$ cat src/hdl/vector_magnitude_level_tracker_core_assert.svh
// ----------------------------------------------------------------------------
// Assertion macros for the vector magnitude level tracker
// Concurrent checks clocked on clk and disabled while arst_n is low.
// ----------------------------------------------------------------------------
`ifndef VECTOR_MAGNITUDE_LEVEL_TRACKER_CORE_ASSERT_SVH
`define VECTOR_MAGNITUDE_LEVEL_TRACKER_CORE_ASSERT_SVH

// condition holds at every edge
`define VMLT_ASSERT_ALWAYS(label, cond, msg) \
	label: assert property (@(posedge clk) disable iff (!arst_n) (cond)) else $error(msg);

// consequence holds in the same cycle as the antecedent
`define VMLT_ASSERT_IMPLY(label, ante, cons, msg) \
	label: assert property (@(posedge clk) disable iff (!arst_n) (ante) |-> (cons)) \
		else $error(msg);

// consequence holds in the cycle after the antecedent
`define VMLT_ASSERT_NEXT(label, ante, cons, msg) \
	label: assert property (@(posedge clk) disable iff (!arst_n) (ante) |=> (cons)) \
		else $error(msg);

`endif

$ cat src/hdl/vmlt_pkg.sv
// ----------------------------------------------------------------------------
// Vector magnitude level tracker package
// Register indexes, operation and mode codes, Q1.16 helpers.
// ----------------------------------------------------------------------------
package vmlt_pkg;

	localparam int unsigned SAMPLE_COUNT_MAX_DEF = 1023;

	localparam logic [16:0] ONE_Q16 = 17'h10000;

	// register indexes (byte address / 4)
	localparam logic [2:0] REG_LEVEL_LOW      = 3'd0;
	localparam logic [2:0] REG_LEVEL_HIGH     = 3'd1;
	localparam logic [2:0] REG_MEAN_SMOOTHING = 3'd2;
	localparam logic [2:0] REG_PEAK_SMOOTHING = 3'd3;
	localparam logic [2:0] REG_DECAY_FACTOR   = 3'd4;
	localparam logic [2:0] REG_COMPONENT_MODE = 3'd5;

	// register reset values
	localparam logic [16:0] LEVEL_HIGH_RST   = 17'd65536;
	localparam logic [16:0] DECAY_FACTOR_RST = 17'd62259;

	// component selection modes
	localparam logic [1:0] MODE_XY   = 2'd0;
	localparam logic [1:0] MODE_ZW   = 2'd1;
	localparam logic [1:0] MODE_XYZ  = 2'd2;
	localparam logic [1:0] MODE_XYZW = 2'd3;

	// operation codes carried on tuser
	localparam logic OP_SAMPLE = 1'b0;
	localparam logic OP_TICK   = 1'b1;

	function automatic logic [16:0] clamp_q16(input logic [16:0] v);
		return (v > ONE_Q16) ? ONE_Q16 : v;
	endfunction

	function automatic logic [15:0] abs16(input logic signed [15:0] v);
		logic [15:0] u;
		u = v;
		return v[15] ? (~u + 16'd1) : u;
	endfunction

endpackage

$ cat src/hdl/vector_magnitude_level_tracker_core.sv
// A vector sample runs four squares on the shared 17x17 multiplier, 17 square-root digit steps
// and one accumulate before the block is idle again; a bad size is dropped on acceptance.
// A frame tick with samples runs CNT_W+16 divider steps for the mean, divider steps for each
// level not set directly, two smoothing passes and one emit; an empty frame decays first; one divider.
// Throughput: one item at a time; s_tready is high only when the sequencer is idle.
// Reset: arst_n clears state, accumulators, smoothed levels and sets registers to their defaults.
// ----------------------------------------------------------------------------
// Vector magnitude level tracker core
// Accumulates vector lengths per frame and emits smoothed Q1.16 mean and peak
// levels on each frame tick, using one multiplier, one root unit and one divider.
// ----------------------------------------------------------------------------
`include "vector_magnitude_level_tracker_core_assert.svh"

module vector_magnitude_level_tracker_core #(
	parameter int unsigned SAMPLE_COUNT_MAX = vmlt_pkg::SAMPLE_COUNT_MAX_DEF
) (
	input  logic        clk,
	input  logic        arst_n,
	// input stream
	input  logic        s_tvalid,
	output logic        s_tready,
	input  logic [71:0] s_tdata,  // vector_size[2:0], comp_x, comp_y, comp_z, comp_w, zero pad
	input  logic        s_tuser,  // operation
	// output stream
	output logic        m_tvalid,
	input  logic        m_tready,
	output logic [79:0] m_tdata,  // mean_level, peak_level, raw_mean, raw_peak, samples_seen, pad
	// configuration
	input  logic        psel,
	input  logic        penable,
	input  logic        pwrite,
	input  logic [4:0]  paddr,
	input  logic [31:0] pwdata,
	output logic [31:0] prdata,
	output logic        pready
);

	localparam int unsigned CNT_W = $clog2(SAMPLE_COUNT_MAX + 1);
	localparam int unsigned SUM_W = CNT_W + 16;
	localparam int unsigned DV_W  = (CNT_W > 17) ? CNT_W : 17;
	localparam int unsigned DK_W  = $clog2(SUM_W + 1);
	localparam logic [CNT_W-1:0] CNT_CAP = CNT_W'(SAMPLE_COUNT_MAX);

	typedef enum logic [2:0] {
		ST_IDLE, ST_MAC, ST_ROOT, ST_ACC, ST_NORM, ST_DIV, ST_EMIT
	} state_t;

	typedef enum logic [2:0] {
		JOB_SQR, JOB_DEC_MEAN, JOB_DEC_PEAK, JOB_SM_MEAN, JOB_SM_PEAK
	} job_t;

	// configuration registers
	logic [16:0] level_low_q, level_high_q, mean_smoothing_q, peak_smoothing_q;
	logic [16:0] decay_factor_q;
	logic [1:0]  component_mode_q;

	// sequencer
	state_t state_q;
	job_t   job_q;
	logic [2:0] mac_k_q, mac_n_q;
	logic       norm_sel_q, div_norm_q;

	// datapath
	logic [15:0] sq_op_q [4];
	logic [33:0] prod_q;
	logic [34:0] acc_q;
	logic [32:0] n_q, bit_q;
	logic [33:0] res_q;
	logic [DV_W-1:0]  rem_q, dvs_q;
	logic [SUM_W-1:0] dvd_q, quo_q;
	logic [DK_W-1:0]  div_k_q;

	// frame accumulators and smoothed state
	logic [SUM_W-1:0] sum_q;
	logic [16:0]      peak_q;
	logic [CNT_W-1:0] cnt_q;
	logic [16:0] mean_st_q, peak_st_q;
	logic [16:0] raw_mean_q, raw_peak_q, lvl_mean_q, lvl_peak_q;
	logic [9:0]  seen_q;

	// output register
	logic        m_valid_q;
	logic [16:0] o_mean_q, o_peak_q, o_raw_mean_q, o_raw_peak_q;
	logic [9:0]  o_seen_q;
	logic        emit_fire;

	// load the output register once it is empty or draining
	assign emit_fire = (state_q == ST_EMIT) && (!m_valid_q || m_tready);

	// input decode
	logic [2:0]         in_size;
	logic signed [15:0] in_comp [4];
	logic [3:0]         use_mask;
	logic               size_ok;
	logic               in_accept;
	logic [CNT_W+9:0]   cnt_ext;

	assign in_size    = s_tdata[2:0];
	assign in_comp[0] = s_tdata[18:3];
	assign in_comp[1] = s_tdata[34:19];
	assign in_comp[2] = s_tdata[50:35];
	assign in_comp[3] = s_tdata[66:51];
	assign s_tready   = (state_q == ST_IDLE);
	assign in_accept  = s_tvalid && s_tready;
	assign cnt_ext    = {10'd0, cnt_q};

	always_comb begin
		size_ok  = 1'b1;
		use_mask = 4'b0011;
		unique case (in_size)
			3'd2: use_mask = 4'b0011;
			3'd3: use_mask = (component_mode_q == vmlt_pkg::MODE_XYZ) ? 4'b0111 : 4'b0011;
			3'd4: begin
				if (component_mode_q == vmlt_pkg::MODE_XY)
					use_mask = 4'b0011;
				else if (component_mode_q == vmlt_pkg::MODE_XYZW)
					use_mask = 4'b1111;
				else
					use_mask = 4'b1100;
			end
			default: size_ok = 1'b0;
		endcase
	end

	// shared multiplier operand select
	logic [16:0] mul_a, mul_b, s_mean, s_peak, d_clamp;
	logic [33:0] mul_p;
	logic [34:0] mac_sum;

	assign s_mean  = vmlt_pkg::clamp_q16(mean_smoothing_q);
	assign s_peak  = vmlt_pkg::clamp_q16(peak_smoothing_q);
	assign d_clamp = vmlt_pkg::clamp_q16(decay_factor_q);

	always_comb begin
		mul_a = '0;
		mul_b = '0;
		unique case (job_q)
			JOB_SQR: begin
				mul_a = {1'b0, sq_op_q[mac_k_q[1:0]]};
				mul_b = {1'b0, sq_op_q[mac_k_q[1:0]]};
			end
			JOB_DEC_MEAN: begin
				mul_a = mean_st_q;
				mul_b = d_clamp;
			end
			JOB_DEC_PEAK: begin
				mul_a = peak_st_q;
				mul_b = d_clamp;
			end
			JOB_SM_MEAN: begin
				mul_a = (mac_k_q == 3'd0) ? mean_st_q : lvl_mean_q;
				mul_b = (mac_k_q == 3'd0) ? s_mean : (vmlt_pkg::ONE_Q16 - s_mean);
			end
			JOB_SM_PEAK: begin
				mul_a = (mac_k_q == 3'd0) ? peak_st_q : lvl_peak_q;
				mul_b = (mac_k_q == 3'd0) ? s_peak : (vmlt_pkg::ONE_Q16 - s_peak);
			end
			default: begin
				mul_a = '0;
				mul_b = '0;
			end
		endcase
	end

	assign mul_p   = mul_a * mul_b;
	assign mac_sum = acc_q + {1'b0, prod_q};

	// square root digit step
	logic [33:0] root_t, res_take;
	logic        root_ge;
	logic [32:0] n_next;

	assign root_t   = res_q + {1'b0, bit_q};
	assign root_ge  = ({1'b0, n_q} >= root_t);
	assign n_next   = n_q - root_t[32:0];
	assign res_take = (res_q >> 1) + {1'b0, bit_q};

	// restoring divider step
	logic [DV_W:0]    div_shift;
	logic             div_ge;
	logic [DV_W-1:0]  rem_next;
	logic [SUM_W-1:0] quo_next;

	assign div_shift = {rem_q, dvd_q[SUM_W-1]};
	assign div_ge    = (div_shift >= {1'b0, dvs_q});
	assign rem_next  = div_ge ? DV_W'(div_shift - {1'b0, dvs_q}) : div_shift[DV_W-1:0];
	assign quo_next  = {quo_q[SUM_W-2:0], div_ge};

	// normalisation: edge cases direct, the rest through the divider
	logic [16:0] norm_v, norm_val;
	logic        norm_direct;

	assign norm_v = norm_sel_q ? raw_peak_q : raw_mean_q;

	always_comb begin
		norm_direct = 1'b1;
		norm_val    = '0;
		priority if (level_high_q <= level_low_q)
			norm_val = (norm_v > level_low_q) ? vmlt_pkg::ONE_Q16 : 17'd0;
		else if (norm_v <= level_low_q)
			norm_val = '0;
		else if (norm_v >= level_high_q)
			norm_val = vmlt_pkg::ONE_Q16;
		else
			norm_direct = 1'b0;
	end

	// configuration port
	logic       cfg_wr;
	logic [2:0] cfg_idx;

	assign pready  = 1'b1;
	assign cfg_wr  = psel && penable && pwrite && pready;
	assign cfg_idx = paddr[4:2];

	always_ff @(posedge clk or negedge arst_n) begin
		if (!arst_n) begin
			level_low_q      <= '0;
			level_high_q     <= vmlt_pkg::LEVEL_HIGH_RST;
			mean_smoothing_q <= '0;
			peak_smoothing_q <= '0;
			decay_factor_q   <= vmlt_pkg::DECAY_FACTOR_RST;
			component_mode_q <= vmlt_pkg::MODE_ZW;
		end else if (cfg_wr) begin
			unique case (cfg_idx)
				vmlt_pkg::REG_LEVEL_LOW:      level_low_q      <= pwdata[16:0];
				vmlt_pkg::REG_LEVEL_HIGH:     level_high_q     <= pwdata[16:0];
				vmlt_pkg::REG_MEAN_SMOOTHING: mean_smoothing_q <= pwdata[16:0];
				vmlt_pkg::REG_PEAK_SMOOTHING: peak_smoothing_q <= pwdata[16:0];
				vmlt_pkg::REG_DECAY_FACTOR:   decay_factor_q   <= pwdata[16:0];
				vmlt_pkg::REG_COMPONENT_MODE: component_mode_q <= pwdata[1:0];
				default: ;
			endcase
		end
	end

	always_comb begin
		unique case (cfg_idx)
			vmlt_pkg::REG_LEVEL_LOW:      prdata = {15'd0, level_low_q};
			vmlt_pkg::REG_LEVEL_HIGH:     prdata = {15'd0, level_high_q};
			vmlt_pkg::REG_MEAN_SMOOTHING: prdata = {15'd0, mean_smoothing_q};
			vmlt_pkg::REG_PEAK_SMOOTHING: prdata = {15'd0, peak_smoothing_q};
			vmlt_pkg::REG_DECAY_FACTOR:   prdata = {15'd0, decay_factor_q};
			vmlt_pkg::REG_COMPONENT_MODE: prdata = {30'd0, component_mode_q};
			default:                      prdata = '0;
		endcase
	end

	// sequencer and datapath
	always_ff @(posedge clk or negedge arst_n) begin
		if (!arst_n) begin
			state_q    <= ST_IDLE;
			job_q      <= JOB_SQR;
			mac_k_q    <= '0;
			mac_n_q    <= '0;
			norm_sel_q <= 1'b0;
			div_norm_q <= 1'b0;
			for (int i = 0; i < 4; i++)
				sq_op_q[i] <= '0;
			prod_q     <= '0;
			acc_q      <= '0;
			n_q        <= '0;
			bit_q      <= '0;
			res_q      <= '0;
			rem_q      <= '0;
			dvs_q      <= '0;
			dvd_q      <= '0;
			quo_q      <= '0;
			div_k_q    <= '0;
			sum_q      <= '0;
			peak_q     <= '0;
			cnt_q      <= '0;
			mean_st_q  <= '0;
			peak_st_q  <= '0;
			raw_mean_q <= '0;
			raw_peak_q <= '0;
			lvl_mean_q <= '0;
			lvl_peak_q <= '0;
			seen_q     <= '0;
			m_valid_q  <= 1'b0;
			o_mean_q     <= '0;
			o_peak_q     <= '0;
			o_raw_mean_q <= '0;
			o_raw_peak_q <= '0;
			o_seen_q     <= '0;
		end else begin
			if (emit_fire)
				m_valid_q <= 1'b1;
			else if (m_tready)
				m_valid_q <= 1'b0;

			unique case (state_q)
				ST_IDLE: begin
					if (in_accept) begin
						if (s_tuser == vmlt_pkg::OP_TICK) begin
							seen_q <= cnt_ext[9:0];
							sum_q  <= '0;
							peak_q <= '0;
							cnt_q  <= '0;
							if (cnt_q != '0) begin
								raw_peak_q <= peak_q;
								rem_q      <= '0;
								dvd_q      <= sum_q;
								dvs_q      <= DV_W'(cnt_q);
								quo_q      <= '0;
								div_k_q    <= DK_W'(SUM_W);
								div_norm_q <= 1'b0;
								state_q    <= ST_DIV;
							end else begin
								// empty frame: decay both states first
								raw_mean_q <= '0;
								raw_peak_q <= '0;
								job_q      <= JOB_DEC_MEAN;
								mac_k_q    <= '0;
								mac_n_q    <= 3'd1;
								acc_q      <= '0;
								state_q    <= ST_MAC;
							end
						end else if (size_ok) begin
							for (int i = 0; i < 4; i++)
								sq_op_q[i] <= use_mask[i] ? vmlt_pkg::abs16(in_comp[i]) : 16'd0;
							job_q   <= JOB_SQR;
							mac_k_q <= '0;
							mac_n_q <= 3'd4;
							acc_q   <= '0;
							state_q <= ST_MAC;
						end
					end
				end

				ST_MAC: begin
					if (mac_k_q != mac_n_q) begin
						prod_q  <= mul_p;
						mac_k_q <= mac_k_q + 3'd1;
					end
					if ((mac_k_q != 3'd0) && (mac_k_q != mac_n_q))
						acc_q <= mac_sum;
					if (mac_k_q == mac_n_q) begin
						unique case (job_q)
							JOB_SQR: begin
								n_q     <= mac_sum[32:0];
								res_q   <= '0;
								bit_q   <= 33'h1_0000_0000;
								state_q <= ST_ROOT;
							end
							JOB_DEC_MEAN: begin
								mean_st_q <= mac_sum[32:16];
								job_q     <= JOB_DEC_PEAK;
								mac_k_q   <= '0;
								acc_q     <= '0;
							end
							JOB_DEC_PEAK: begin
								peak_st_q  <= mac_sum[32:16];
								norm_sel_q <= 1'b0;
								state_q    <= ST_NORM;
							end
							JOB_SM_MEAN: begin
								mean_st_q <= mac_sum[32:16];
								job_q     <= JOB_SM_PEAK;
								mac_k_q   <= '0;
								mac_n_q   <= 3'd2;
								acc_q     <= '0;
							end
							JOB_SM_PEAK: begin
								peak_st_q <= mac_sum[32:16];
								state_q   <= ST_EMIT;
							end
							default: state_q <= ST_IDLE;
						endcase
					end
				end

				ST_ROOT: begin
					if (root_ge) begin
						n_q   <= n_next;
						res_q <= res_take;
					end else begin
						res_q <= res_q >> 1;
					end
					bit_q <= bit_q >> 2;
					if (bit_q[0])
						state_q <= ST_ACC;
				end

				ST_ACC: begin
					if (res_q[16:0] > peak_q)
						peak_q <= res_q[16:0];
					// saturate: hold sum and count, peak still tracks
					if (cnt_q < CNT_CAP) begin
						sum_q <= sum_q + SUM_W'(res_q[16:0]);
						cnt_q <= cnt_q + 1'b1;
					end
					state_q <= ST_IDLE;
				end

				ST_NORM: begin
					if (norm_direct) begin
						if (norm_sel_q) begin
							lvl_peak_q <= norm_val;
							job_q      <= JOB_SM_MEAN;
							mac_k_q    <= '0;
							mac_n_q    <= 3'd2;
							acc_q      <= '0;
							state_q    <= ST_MAC;
						end else begin
							lvl_mean_q <= norm_val;
							norm_sel_q <= 1'b1;
						end
					end else begin
						rem_q      <= DV_W'(norm_v - level_low_q);
						dvd_q      <= '0;
						dvs_q      <= DV_W'(level_high_q - level_low_q);
						quo_q      <= '0;
						div_k_q    <= DK_W'(16);
						div_norm_q <= 1'b1;
						state_q    <= ST_DIV;
					end
				end

				ST_DIV: begin
					rem_q   <= rem_next;
					dvd_q   <= dvd_q << 1;
					quo_q   <= quo_next;
					div_k_q <= div_k_q - 1'b1;
					if (div_k_q == DK_W'(1)) begin
						if (!div_norm_q) begin
							raw_mean_q <= quo_next[16:0];
							norm_sel_q <= 1'b0;
							state_q    <= ST_NORM;
						end else if (norm_sel_q) begin
							lvl_peak_q <= quo_next[16:0];
							job_q      <= JOB_SM_MEAN;
							mac_k_q    <= '0;
							mac_n_q    <= 3'd2;
							acc_q      <= '0;
							state_q    <= ST_MAC;
						end else begin
							lvl_mean_q <= quo_next[16:0];
							norm_sel_q <= 1'b1;
							state_q    <= ST_NORM;
						end
					end
				end

				ST_EMIT: begin
					// wait for the output register to drain
					if (emit_fire) begin
						o_mean_q     <= mean_st_q;
						o_peak_q     <= peak_st_q;
						o_raw_mean_q <= raw_mean_q;
						o_raw_peak_q <= raw_peak_q;
						o_seen_q     <= seen_q;
						state_q      <= ST_IDLE;
					end
				end

				default: state_q <= ST_IDLE;
			endcase
		end
	end

	assign m_tvalid = m_valid_q;
	assign m_tdata  = {2'd0, o_seen_q, o_raw_peak_q, o_raw_mean_q, o_peak_q, o_mean_q};

	`VMLT_ASSERT_ALWAYS(a_state_bound, (mean_st_q <= vmlt_pkg::ONE_Q16) && (peak_st_q <= vmlt_pkg::ONE_Q16), "smoothed state above one")
	`VMLT_ASSERT_IMPLY(a_root_range, state_q == ST_ACC, res_q <= 34'h10000, "root out of range")
	`VMLT_ASSERT_IMPLY(a_div_rem, state_q == ST_DIV, rem_q < dvs_q, "divider remainder not below divisor")
	`VMLT_ASSERT_NEXT(a_tick_clears, in_accept && (s_tuser == vmlt_pkg::OP_TICK), (cnt_q == '0) && (peak_q == '0) && (sum_q == '0), "tick left accumulators set")

endmodule
$ cat config.mk
export PLATFORM = sky130hd
export DESIGN_NAME = vector_magnitude_level_tracker_core
export DESIGN_NICKNAME = d
export VERILOG_FILES = /design/src/hdl/vmlt_pkg.sv /design/src/hdl/vector_magnitude_level_tracker_core.sv
export VERILOG_INCLUDE_DIRS = /design/src /design/src/hdl
export SDC_FILE = /design/constraint.sdc
export NUM_CORES = 2
export LEC_CHECK = 0
export ABC_AREA = 1
export BUFFER_PORTS_ARGS = -buffer_cell sky130_fd_sc_hd__buf_2
export CAP_MARGIN = 15
export CORE_MARGIN = 1
export CORE_UTILIZATION = 38
export DETAILED_ROUTE_END_ITERATION = 7
export PLACE_DENSITY = 0.64
export SKIP_LAST_GASP = 1
export SLEW_MARGIN = 20
export SYNTH_ARGS = -nofsm -noshare
export SYNTH_HDL_FRONTEND = slang
export SYNTH_SLANG_ARGS = --single-unit
export TNS_END_PERCENT = 100
$ cat constraint.sdc
create_clock -name clk -period 8.65 [get_ports clk]
set_input_delay 2.1625 -clock clk [delete_from_list [all_inputs] [get_ports clk]]
set_output_delay 2.1625 -clock clk [all_outputs]
set_load 0.1 [all_outputs]
==> results.ini <==
[worst_setup_path]
crit_fanout = 10
startpoint = mean_smoothing_q[0]
r2r-end = prod_q[31]
crit_type = flip-flop to flip-flop
cp-endpoint = prod_q[31]
cp-start-kind = flip-flop
ff2ff_path_depth = 40
end_kind = flip-flop
slowest_stage = fa_1
r2r_slack_ps = 410
cpPeakStageDelay_ps = 580
worstPathArrival_ps = 8790
path_common_cell = nand2_1
reg2reg_from = mean_smoothing_q[0]
critPathRequiredTime_ps = 9200

[timing]
setup_viol = 0
finalCritPeriodShare = 0.953
rsz0062_at_grt = yes
finalHoldViolCount = 0
relSlewSlack = 0.185
finalWorstSetupSlack_ps = 410
clock_skew_ps = 47.6
fmax_ghz = 0.121
min_period_ps = 8240
tightest_slew_ps = 1210
slew_viol_final = 0

[floorplanning]
die_h_um = 366
core_area_um2 = 132000
die_x_um = 366
start_util = 0.383
die_area_um2 = 134000
num_rows = 133
ios = 232

[global_routing]
grt_usage = 0.252
antenna_found_initial = 5
grt_pass1_wl_um = 266000
overflow = 0
grt_pass1_vias = 45000
grt_max_degree = 155

[clock_network]
clock_path_buffers = 3
clk_pin_slew_worst_paths_ps = 60
cts_buffers = 78
clockRootBuffer = clkbuf_16
postCtsHoldBufs = 0
htree_levels = 3
cts_tree = built
cts.sink_count = 640
insertion_delay_ps = 710

[routing]
drtIter0Drc = 4114
wl_per_cell_um = 19.6
num_vias = 46400
drtAntennaViolNets = 0
drtPass1Iterations = 6
drc = 0
finalWirelength_um = 171000
via_per_inst = 5.32

[synth]
synth_seq_cells = 640
synth_xor_area_frac = 0.0288
synth_mux_area_frac = 0.00441
synth_top_family_by_area = simple AND/OR/NAND/NOR gates
synth_simple_gate_area_frac = 0.214
synth_top_area_frac = 0.311
synthAdderAreaFrac = 0.170
synthCells = 6755
ys_warn_count = 0
synth.most_common_cell = nand2_1
synth_area_leaders = dfrtp_1, nand2_1, fa_1, ha_1, inv_1
synth_common_cells = nand2_1, inv_1, o21ai_0
syn_avg_cell_area_um2 = 7.47
async_flop_share = 1.00
synth_compound_area_frac = 0.163
ys.flop_type = dfrtp_1
synth_edf_count = 0
synth_area_leader_cell = dfrtp_1
ys_types = 78
synth_area_um2 = 50500
ys_seq_area_frac = 0.318

[placement]
gp_congestion = 0.955
place_area_um2 = 53400
dp_slack_ps = 318
dpl.hpwl_um = 132000
io_buffers = 191

[final_layout]
syn_to_final_growth_pct = 11.4
fin_area_um2 = 56200
nNetsFinal = 7576
drive_above_1_share = 0.0862

[hold_path]
hold_class = flip-flop to flip-flop

[run]
max_cap_violations = 0

[outcome]
status = completed

## critical path: cells and delay by family (launching register included)
kind            cells  cell delay [ps]
compound gates      5              920
fa+ha+maj           7             3360
buf+inv             9              960
flops               1              410
simple gates       19             2440
## worst min path at each step
stage	depth (start not counted)	startpoint	end	slack, ps
floorplan	2	quo_q[15]	quo_q[15]	440
global placement	2	quo_q[15]	quo_q[15]	460
detailed placement	2	dvd_q[14]	dvd_q[14]	470
CTS	2	dvd_q[14]	dvd_q[14]	480
global route	2	dvd_q[17]	dvd_q[17]	500
finish	2	o_peak_q[8]	o_peak_q[8]	480
## timing repair
item / 4_1_cts / 5_1_grt
resized for setup: 0 / 20
buffers inserted: 0 / 3
setup endpoints to repair: 0 / 12
## layout by cell type (no fill, tap or decap), drive strengths merged, types with 7 or more instances in the layout
| cell type | count |
|---|---|
| o221ai | 13 |
| nor3 | 85 |
| dfrtp | 628 |
| o31ai | 20 |
| a22o | 27 |
| o21bai | 24 |
| nor4 | 30 |
| clkbuf | 107 |
| nor2 | 411 |
| a21o | 21 |
| nand2 | 1729 |
| nand3b | 7 |
| buf | 294 |
| a211oi | 13 |
| xnor2 | 55 |
| xor2 | 110 |
| inv | 1053 |
| a31oi | 38 |
| a22oi | 7 |
| o21ai | 770 |
| ha | 321 |
| o211ai | 24 |
| a21oi | 370 |
| nand4 | 56 |
| mux2 | 18 |
| a221oi | 18 |
| nand3 | 241 |
| or2 | 41 |
| conb | 18 |
| a21boi | 10 |
| fa | 229 |
| clkinvlp | 8 |
| dfstp | 12 |
| o22ai | 103 |
| clkinv | 19 |
## sequential cells by signal, indices dropped and copies added (netlist names), 26 cells and up
register,flops
n_q,33
prod_q,33
sq_op_q,64
acc_q,33
dvd_q,26
sum_q,26
res_q,34
## final cells by class
class / instances / area [um2]
repair buffers: 294 / 1800
clock buffers: 107 / 2210
well taps: 1755 / 2200
fillers: 13400 / 75400
inverters: 1051 / 3960
clock inverters: 35 / 489
multi-input cells: 4844 / 29500
diodes: 3 / 7.51
flip-flops and latches: 640 / 16000
## layer usage
metal  track usage  share of wire
met1         0.357           0.45
met2         0.398           0.45
met3        0.0344          0.064
met4        0.0760          0.033
met5             0       0.000076
## cells by family after synthesis
| family | count (synthesis) |
|---|---|
| xor+xnor | 165 |
| simple gates | 2612 |
| fa+ha+maj | 550 |
| mux | 20 |
| other cells | 2 |
| flops | 640 |
| buf+inv | 1288 |
| compound gates | 1478 |
## per-stage QoR
step	setup TNS, ps	util	cells	hold WS, ps
2_1_floorplan	0	-	6771	442
3_3_place_gp	0	0.405	8580	457
3_5_place_dp	0	0.405	8580	465
4_1_cts	0	0.426	8722	480
5_1_grt	-29.1	0.427	8727	495
6_report	0	0.427	8729	476
Power is left out: the tool's default activity adds up to more than one toggle a clock period on the data nets, which glitch-free logic cannot reach.
